[src/rtl/core/osst_pkg.sv]
`default_nettype none
// ----------------------------------------------------------------------------
// osst_pkg
// shared widths, codes and defaults of the one-shot timer table
// ----------------------------------------------------------------------------
package osst_pkg;

	localparam int SLOT_COUNT_DEF = 8;
	localparam int TIME_W         = 32;
	localparam int TICK_W         = 10;
	localparam int SLOT_IDX_W     = 6;

	localparam logic [TICK_W-1:0] TICK_RESET = TICK_W'(10);

	// command opcodes
	localparam logic OP_SET  = 1'b0;
	localparam logic OP_TICK = 1'b1;

	// response kinds
	localparam logic KIND_SET    = 1'b0;
	localparam logic KIND_EXPIRE = 1'b1;

endpackage

`default_nettype wire

[src/rtl/core/osst_if.sv]
`default_nettype none
// ----------------------------------------------------------------------------
// osst_if
// valid/ready channels of the timer table: command in, response out
// ----------------------------------------------------------------------------
interface osst_cmd_if;
	import osst_pkg::*;

	logic              valid;
	logic              ready;
	logic              opcode;
	logic [TIME_W-1:0] duration_ms;

	modport source (output valid, output opcode, output duration_ms, input ready);
	modport sink   (input valid, input opcode, input duration_ms, output ready);
endinterface

interface osst_rsp_if;
	import osst_pkg::*;

	logic                  valid;
	logic                  ready;
	logic                  kind;
	logic [SLOT_IDX_W-1:0] slot_index;
	logic                  set_failed;
	logic                  last;

	modport source (output valid, output kind, output slot_index, output set_failed,
		output last, input ready);
	modport sink   (input valid, input kind, input slot_index, input set_failed,
		input last, output ready);
endinterface

`default_nettype wire

[src/rtl/core/one_shot_soft_timer_table.sv]
`default_nettype none
// ----------------------------------------------------------------------------
// one_shot_soft_timer_table
// table of one-shot millisecond timers with set and tick commands
// ----------------------------------------------------------------------------
// A set word claims the lowest idle slot, loads it with duration_ms and
// answers with the slot index (or set_failed when every slot is busy). A tick
// word walks all slots in index order: a busy slot with at least tick_ms left
// is decremented, any other busy slot is freed and reported as an expiry
// word, in index order, the final one with last set; a tick that frees
// nothing gives no word. The command side takes one word at a time. A set
// walks the busy flags one slot per cycle; its answer waits for a free
// response port. A tick skips idle slots; a busy slot gets a ram read, then
// compare and subtract with write-back in the shared unit, and a closing
// step ends the walk; a stalled response port holds the walk. The remaining
// times sit in a small ram with one read and one write port, whose registered
// read splits a busy slot into a read and a compare step. No clearing pass is
// needed after reset: a time is only read for a busy slot, and a slot only
// turns busy when its time is written. tick_ms resets to 10; the user writes
// it via cfg_we / cfg_wdata only while idle; the block does not enforce it.
// ----------------------------------------------------------------------------
module one_shot_soft_timer_table #(
	parameter int SLOT_COUNT = osst_pkg::SLOT_COUNT_DEF
) (
	input  wire logic                         clk,
	input  wire logic                         arst_n,
	input  wire logic                         cfg_we,
	input  wire logic [osst_pkg::TICK_W-1:0]  cfg_wdata,
	osst_cmd_if.sink                          cmd,
	osst_rsp_if.source                        rsp
);
	import osst_pkg::*;

	localparam int IDX_W = (SLOT_COUNT > 1) ? $clog2(SLOT_COUNT) : 1;
	localparam logic [IDX_W-1:0] IDX_LAST = IDX_W'(SLOT_COUNT - 1);

	typedef enum logic [2:0] {
		S_IDLE,
		S_SET,
		S_RD,
		S_EX,
		S_FLUSH
	} state_t;

	state_t                  state_q;
	logic [IDX_W-1:0]        idx_q;
	logic [TIME_W-1:0]       dur_q;
	logic [TICK_W-1:0]       tick_q;
	logic [SLOT_COUNT-1:0]   busy_q;

	// one expiry held back until we know whether another follows
	logic                    pend_q;
	logic [IDX_W-1:0]        pend_idx_q;

	// response register
	logic                    rsp_valid_q;
	logic                    rsp_kind_q;
	logic [SLOT_IDX_W-1:0]   rsp_idx_q;
	logic                    rsp_fail_q;
	logic                    rsp_last_q;

	logic                    rsp_free;
	logic                    rsp_push;
	logic                    idx_is_last;
	logic [TIME_W-1:0]       ram_rdata;
	logic [TIME_W-1:0]       sub_diff;
	logic                    sub_ge;
	logic                    ram_we;
	logic [TIME_W-1:0]       ram_wdata;

	assign rsp_free    = ~rsp_valid_q | rsp.ready;
	assign idx_is_last = (idx_q == IDX_LAST);

	assign cmd.ready      = (state_q == S_IDLE);
	assign rsp.valid      = rsp_valid_q;
	assign rsp.kind       = rsp_kind_q;
	assign rsp.slot_index = rsp_idx_q;
	assign rsp.set_failed = rsp_fail_q;
	assign rsp.last       = rsp_last_q;

	// ram write: load on a successful set, write-back of a decremented time
	always_comb begin
		ram_we    = 1'b0;
		ram_wdata = sub_diff;
		if (state_q == S_SET && !busy_q[idx_q] && rsp_free) begin
			ram_we    = 1'b1;
			ram_wdata = dur_q;
		end else if (state_q == S_EX && sub_ge) begin
			ram_we = 1'b1;
		end
	end

	// a new response word is loaded this cycle
	always_comb begin
		rsp_push = 1'b0;
		case (state_q)
			S_SET:   rsp_push = rsp_free && (!busy_q[idx_q] || idx_is_last);
			S_EX:    rsp_push = rsp_free && !sub_ge && pend_q;
			S_FLUSH: rsp_push = rsp_free && pend_q;
			default: rsp_push = 1'b0;
		endcase
	end

	osst_ram #(
		.WIDTH (TIME_W),
		.DEPTH (SLOT_COUNT)
	) u_time_ram (
		.clk   (clk),
		.we    (ram_we),
		.waddr (idx_q),
		.wdata (ram_wdata),
		.raddr (idx_q),
		.rdata (ram_rdata)
	);

	osst_sub u_sub (
		.time_left (ram_rdata),
		.tick      (tick_q),
		.diff      (sub_diff),
		.no_borrow (sub_ge)
	);

	always_ff @(posedge clk or negedge arst_n) begin
		if (!arst_n) begin
			state_q     <= S_IDLE;
			idx_q       <= '0;
			tick_q      <= TICK_RESET;
			busy_q      <= '0;
			pend_q      <= 1'b0;
			rsp_valid_q <= 1'b0;
		end else begin
			// response register: load a new word, else drain
			if (rsp_push) begin
				rsp_valid_q <= 1'b1;
			end else if (rsp.ready) begin
				rsp_valid_q <= 1'b0;
			end

			if (cfg_we) begin
				tick_q <= cfg_wdata;
			end

			case (state_q)
				S_IDLE: begin
					if (cmd.valid) begin
						idx_q <= '0;
						dur_q <= cmd.duration_ms;
						state_q <= (cmd.opcode == OP_SET) ? S_SET : S_RD;
					end
				end

				// search for the lowest idle slot, one per cycle
				S_SET: begin
					if (!busy_q[idx_q]) begin
						if (rsp_free) begin
							busy_q[idx_q] <= 1'b1;
							rsp_kind_q    <= KIND_SET;
							rsp_idx_q     <= SLOT_IDX_W'(idx_q);
							rsp_fail_q    <= 1'b0;
							rsp_last_q    <= 1'b1;
							state_q       <= S_IDLE;
						end
					end else if (idx_is_last) begin
						// table full
						if (rsp_free) begin
							rsp_kind_q  <= KIND_SET;
							rsp_idx_q   <= '0;
							rsp_fail_q  <= 1'b1;
							rsp_last_q  <= 1'b1;
							state_q     <= S_IDLE;
						end
					end else begin
						idx_q <= idx_q + IDX_W'(1);
					end
				end

				// idle slots are skipped, busy ones get their time read
				S_RD: begin
					if (busy_q[idx_q]) begin
						state_q <= S_EX;
					end else if (idx_is_last) begin
						state_q <= S_FLUSH;
					end else begin
						idx_q <= idx_q + IDX_W'(1);
					end
				end

				S_EX: begin
					if (sub_ge || !pend_q || rsp_free) begin
						if (!sub_ge) begin
							// expiry: push the held one out, hold this one
							if (pend_q) begin
								rsp_kind_q  <= KIND_EXPIRE;
								rsp_idx_q   <= SLOT_IDX_W'(pend_idx_q);
								rsp_fail_q  <= 1'b0;
								rsp_last_q  <= 1'b0;
							end
							pend_q        <= 1'b1;
							pend_idx_q    <= idx_q;
							busy_q[idx_q] <= 1'b0;
						end
						if (idx_is_last) begin
							state_q <= S_FLUSH;
						end else begin
							idx_q   <= idx_q + IDX_W'(1);
							state_q <= S_RD;
						end
					end
				end

				// close the walk: the held expiry is the final word
				S_FLUSH: begin
					if (!pend_q) begin
						state_q <= S_IDLE;
					end else if (rsp_free) begin
						rsp_kind_q  <= KIND_EXPIRE;
						rsp_idx_q   <= SLOT_IDX_W'(pend_idx_q);
						rsp_fail_q  <= 1'b0;
						rsp_last_q  <= 1'b1;
						pend_q      <= 1'b0;
						state_q     <= S_IDLE;
					end
				end

				default: begin
					state_q <= S_IDLE;
				end
			endcase
		end
	end
endmodule

`default_nettype wire

[src/rtl/core/osst_ram.sv]
`default_nettype none
// ----------------------------------------------------------------------------
// osst_ram
// generic one-write one-read ram with registered read data
// ----------------------------------------------------------------------------
module osst_ram #(
	parameter int WIDTH = 32,
	parameter int DEPTH = 8
) (
	input  wire logic                                   clk,
	input  wire logic                                   we,
	input  wire logic [((DEPTH > 1) ? $clog2(DEPTH) : 1)-1:0] waddr,
	input  wire logic [WIDTH-1:0]                       wdata,
	input  wire logic [((DEPTH > 1) ? $clog2(DEPTH) : 1)-1:0] raddr,
	output logic      [WIDTH-1:0]                       rdata
);
	logic [WIDTH-1:0] mem [DEPTH];

	always_ff @(posedge clk) begin
		if (we) begin
			mem[waddr] <= wdata;
		end
		rdata <= mem[raddr];
	end
endmodule

`default_nettype wire

[src/rtl/core/osst_sub.sv]
`default_nettype none
// ----------------------------------------------------------------------------
// osst_sub
// shared compare and subtract unit: remaining time minus tick size
// ----------------------------------------------------------------------------
module osst_sub (
	input  wire logic [osst_pkg::TIME_W-1:0] time_left,
	input  wire logic [osst_pkg::TICK_W-1:0] tick,
	output logic      [osst_pkg::TIME_W-1:0] diff,
	output logic                             no_borrow
);
	import osst_pkg::*;

	logic [TIME_W:0] wide;

	// borrow out of the extended subtract means time_left < tick
	assign wide      = {1'b0, time_left} - {{(TIME_W + 1 - TICK_W){1'b0}}, tick};
	assign diff      = wide[TIME_W-1:0];
	assign no_borrow = ~wide[TIME_W];
endmodule

`default_nettype wire
[src/flat_wrapper.sv]
// flat-port wrapper written by rule: the top's interface ports become plain ports
module one_shot_soft_timer_table_flat import osst_pkg::*;
#(
	parameter int SLOT_COUNT = osst_pkg::SLOT_COUNT_DEF
)
  (clk, arst_n, cfg_we, cfg_wdata, cmd_valid, cmd_opcode, cmd_duration_ms, cmd_ready, rsp_valid, rsp_kind, rsp_slot_index, rsp_set_failed, rsp_last, rsp_ready);
  osst_cmd_if cmd_i ();
  osst_rsp_if rsp_i ();
  input  wire logic clk;
  input  wire logic arst_n;
  input  wire logic cfg_we;
  input  wire logic [osst_pkg::TICK_W-1:0] cfg_wdata;
  input wire logic [$bits(cmd_i.valid)-1:0] cmd_valid;
  input wire logic [$bits(cmd_i.opcode)-1:0] cmd_opcode;
  input wire logic [$bits(cmd_i.duration_ms)-1:0] cmd_duration_ms;
  output wire logic [$bits(cmd_i.ready)-1:0] cmd_ready;
  output wire logic [$bits(rsp_i.valid)-1:0] rsp_valid;
  output wire logic [$bits(rsp_i.kind)-1:0] rsp_kind;
  output wire logic [$bits(rsp_i.slot_index)-1:0] rsp_slot_index;
  output wire logic [$bits(rsp_i.set_failed)-1:0] rsp_set_failed;
  output wire logic [$bits(rsp_i.last)-1:0] rsp_last;
  input wire logic [$bits(rsp_i.ready)-1:0] rsp_ready;
  assign cmd_i.valid = cmd_valid;
  assign cmd_i.opcode = cmd_opcode;
  assign cmd_i.duration_ms = cmd_duration_ms;
  assign cmd_ready = cmd_i.ready;
  assign rsp_valid = rsp_i.valid;
  assign rsp_kind = rsp_i.kind;
  assign rsp_slot_index = rsp_i.slot_index;
  assign rsp_set_failed = rsp_i.set_failed;
  assign rsp_last = rsp_i.last;
  assign rsp_i.ready = rsp_ready;
  one_shot_soft_timer_table #(.SLOT_COUNT(SLOT_COUNT)) u_core (.clk(clk), .arst_n(arst_n), .cfg_we(cfg_we), .cfg_wdata(cfg_wdata), .cmd(cmd_i), .rsp(rsp_i));
endmodule
[config.mk]
export PLATFORM = sky130hd
export DESIGN_NAME = one_shot_soft_timer_table_flat
export DESIGN_NICKNAME = d
export VERILOG_FILES = /design/src/rtl/core/osst_pkg.sv /design/src/rtl/core/osst_if.sv /design/src/rtl/core/one_shot_soft_timer_table.sv /design/src/rtl/core/osst_ram.sv /design/src/rtl/core/osst_sub.sv /design/src/flat_wrapper.sv
export SDC_FILE = /design/constraint.sdc
export NUM_CORES = 1
export LEC_CHECK = 0
export BUFFER_PORTS_ARGS = -buffer_cell sky130_fd_sc_hd__buf_2
export CAP_MARGIN = 0
export CORE_UTILIZATION = 60
export CTS_CLUSTER_DIAMETER = 30
export CTS_CLUSTER_SIZE = 20
export DETAILED_ROUTE_END_ITERATION = 7
export HOLD_SLACK_MARGIN = 0.05
export PLACE_DENSITY_LB_ADDON = 0.2
export REMOVE_ABC_BUFFERS = 1
export SLEW_MARGIN = 10
export SYNTH_ARGS = -nofsm -noshare
export SYNTH_HDL_FRONTEND = slang
export SYNTH_SLANG_ARGS = --single-unit
[constraint.sdc]
create_clock -name clk -period 5.7 [get_ports clk]
set_clock_uncertainty 0.1 [all_clocks]
set_input_delay 0.855 -clock clk [delete_from_list [all_inputs] [get_ports clk]]
set_output_delay 0.855 -clock clk [all_outputs]
set_load 0.02 [all_outputs]
==> impl_metrics.yaml <==
finish:
  post-route-cell-area_um2: 16500
  n_fill_cell: 1428
  drive_above_1_share: 0.201
  diodes: 0
  syn_to_final_growth_pct: 20.0
  fin_nets: 1067
drt:
  avgRoutedWirePerCell_um: 22.9
  wl_met2_um: 14700
  drc: 0
  avgViaCountPerCell: 6.34
  m1WireLength_um: 13300
  top_layer: "met4"
  ant_nets: 0
  wirelength_um: 30700
  met3_length_um: 2180
  drt_iter0_drc: 841
  vias: 8498
  dr.pass1.iters: 5
logic_synthesis:
  synth-seq-cells: 355
  yosysWarnings: 0
  synthFlopType: "edfxtp_1"
  synth_top_area_cell: "edfxtp_1"
  synth_top_area_frac: 0.647
  synth_edf_count: 297
  synth.cell_area_um2: 13800
  netlist-cell-type-count: 61
  async_flop_share: 0.0732
  netlist_instances: 921
  synth_area_leaders: "edfxtp_1 (65%), a22oi_1 (7.1%), dfxtp_1 (4.6%)"
  yosysSeqAreaShare: 0.741
  synth_area_per_cell_um2: 15.0
die:
  rows: 55
  die_w_um: 154
  io_pins: 59
  core_area_um2: 22600
  die_h_um: 154
  start_util: 0.611
  dieArea_um2: 23600
power_and_ir_drop:
  p_int_uw: 6890
  p_leak_uw: 0.00567
  power_uw: 10000
  pwr-share-seq: 0.404
  peakVddDrop_uv: 326
  p_sw_uw: 3110
  sw_frac_of_total: 0.311
  p_clk_frac: 0.370
  comb_power_share: 0.225
  p_per_area_nw_per_um2: 604
critical_path:
  worst-endpoint-arrival_ns: 4.37
  reg2reg_depth: 9
  endpoint_kind: "register"
  r2r_slack_ns: 1.48
  r2r-end: "u_core.u_time_ram.mem[5][30]$_DFFE_PP_"
  timing_worst_setup_path_type: "register to register"
  cp.required_ns: 5.85
  rr_startpoint: "u_core.tick_q[0]$_DFFE_PN0P_"
  start_kind: "register"
  worstPathMaxFanout: 20
clock_tree:
  clkTransAtPathRegs_ns: 0.05
  clk_latency_ns: 0.58
  cts_tree: "built"
  cts.root.buffer_cell: "clkbuf_16"
  postCtsSetupBuffers: 0
  cts_max_level: 2
  cts_made_buffers: 59
  cts.path.max_buffers: 3
  clock-sinks: 355
  post_cts_resized: 0
  cts_hold_buf: 0
run_status:
  status: "finished clean"
timing:
  drv_slew: 0
  fin_crit_ns: 4.22
  rsz0062_at_grt: "false"
  setup_viol: 0
  hold_viol_final: 0
  hold_slack_ns: 0.223
  fin_crit_sh: 0.740
  relSlewSlack: 0.170
  tightest_slew_ns: 1.24
  fmax_mhz: 237
global_routing:
  grt_overflow: 0
  antenna_found_initial: 0
  grt_start_max_net_pins: 58
  grt_pass1_wl_um: 47300
  grt_pass1_vias: 8313
  grtUsageTotal: 0.266
placed_design:
  numPortBuffers: 55
  place_area_um2: 14400
  dp_hpwl_um: 16500
  finalWeightedCongestion: 0.807
hold_path:
  hold_class: "primary input to asynchronous set/reset pin"
job:
  maxCapViolations: 0
## metal layers
metal  up-vias  global-route usage
met3        60              0.0378
li1       3846                   -
met4         0              0.0890
met1      4206               0.380
met2       386               0.427
met5         -                   0
## worst max-delay path: stages (launching register included)
cell,delay (ns)
dfrtp_1,0.38
ha_1,0.22
fa_1,0.45
nand2b_1,0.18
a21o_1,0.22
a211oi_2,0.82
or3_4,0.31
a21oi_2,0.23
nor2b_4,0.62
buf_4,0.38
## placed cells by master, fill, tap and decap left out, drive strengths merged, types with 11 or more instances in the layout
cell    count
inv        27
buf        73
nor2b      16
clkinv     18
o21ai      52
nor3       16
xor2       12
nor2       40
clkbuf     59
dfxtp      32
a31oi      12
a21oi      13
ha         12
bufinv     11
nand3      11
dfrtp      24
or3        12
a22oi     130
edfxtp    297
nand2      46
nand4      36
## cells in the mapped netlist, drive strengths merged (3+ instances only)
cell    number
and3         4
a22oi      130
nor3        16
nand4       36
inv         12
dfxtp       32
nor2b       16
mux2i        3
nand3       11
a21o         4
edfxtp     297
and2         4
clkbuf      41
xor2        12
dfrtp       24
nor4         5
xnor2        4
a21oi       13
ha          12
a22o         7
o21a         5
or4          9
a31oi       12
nand2b       9
o31ai        6
buf         10
nor2        40
mux2         8
o211ai       7
o21ai       52
or3         12
nand2       46
## area by class of cell
type | count | area, µm² | share of cell area
repair buffers | 73 | 410 | 0.0248
multi-input cells | 505 | 3400 | 0.205
clock inverters | 51 | 644 | 0.0390
clock buffers | 59 | 1480 | 0.0892
flip-flops and latches | 355 | 10200 | 0.617
well taps | 285 | 357 | 0.0216
inverters | 12 | 45.0 | 0.00272
## worst max path at each step
stage | slack (ns) | start | end | cells after the start
2_1_floorplan | -1.37 | u_core.idx_q[2]$_DFFE_PN0P_ | u_core.u_time_ram.mem[3][0]$_DFFE_PP_ | 6
3_3_place_gp | 1.55 | u_core.tick_q[0]$_DFFE_PN0P_ | u_core.u_time_ram.mem[5][22]$_DFFE_PP_ | 9
3_5_place_dp | 1.49 | u_core.tick_q[0]$_DFFE_PN0P_ | u_core.u_time_ram.mem[5][22]$_DFFE_PP_ | 9
4_1_cts | 1.47 | u_core.tick_q[0]$_DFFE_PN0P_ | u_core.u_time_ram.mem[5][20]$_DFFE_PP_ | 9
5_1_grt | 1.30 | u_core.tick_q[0]$_DFFE_PN0P_ | u_core.u_time_ram.mem[5][20]$_DFFE_PP_ | 9
6_report | 1.48 | u_core.tick_q[0]$_DFFE_PN0P_ | u_core.u_time_ram.mem[5][30]$_DFFE_PP_ | 9
## through the flow
step           setup TNS (ns)   util  cells  setup WS (ns)
5_1_grt                     0  0.733   1340           1.30
6_report                    0  0.733   1340           1.48
3_5_place_dp                0  0.639   1230           1.49
3_3_place_gp                0  0.639   1230           1.55
4_1_cts                     0  0.733   1340           1.47
2_1_floorplan         -198.79      -    872          -1.37
## power by group through the flow
stage	registers, µW	clock network (µW)	logic, µW
floorplan	4030	0	1450
global placement	4070	0	2160
detailed placement	4080	0	2210
CTS	4040	3730	2230
global route	4080	3840	2480
finish	4040	3700	2250
## sequential cells by signal, summed over array words and instances, names as in the netlist, named ones only
| name | flops |
|---|---|
| u_core.dur_q | 32 |
| u_core.idx_q | 3 |
| u_core.pend_idx_q | 3 |
| u_core.pend_q | 1 |
| u_core.rsp.kind | 1 |
| u_core.rsp.last | 1 |
| u_core.rsp.set_failed | 1 |
| u_core.rsp.slot_index | 3 |
| u_core.rsp.valid | 1 |
| u_core.state_q | 3 |
| u_core.tick_q | 10 |
| u_core.u_time_ram.mem | 256 |
| u_core.u_time_ram.rdata | 32 |
## kinds of logic after synthesis
family                     after synthesis  share of synthesized area
DFF                                    355                      0.741
AOI/OAI and AO/OA                      247                      0.125
and+or+nand+nor                        215                     0.0844
buffers and inverters                   63                     0.0184
xor gates and xnor gates                16                     0.0102
adders and majority gates               13                     0.0123
muxes                                   11                    0.00872
other                                    1                   0.000272
Power figures use the tool's default switching activity.
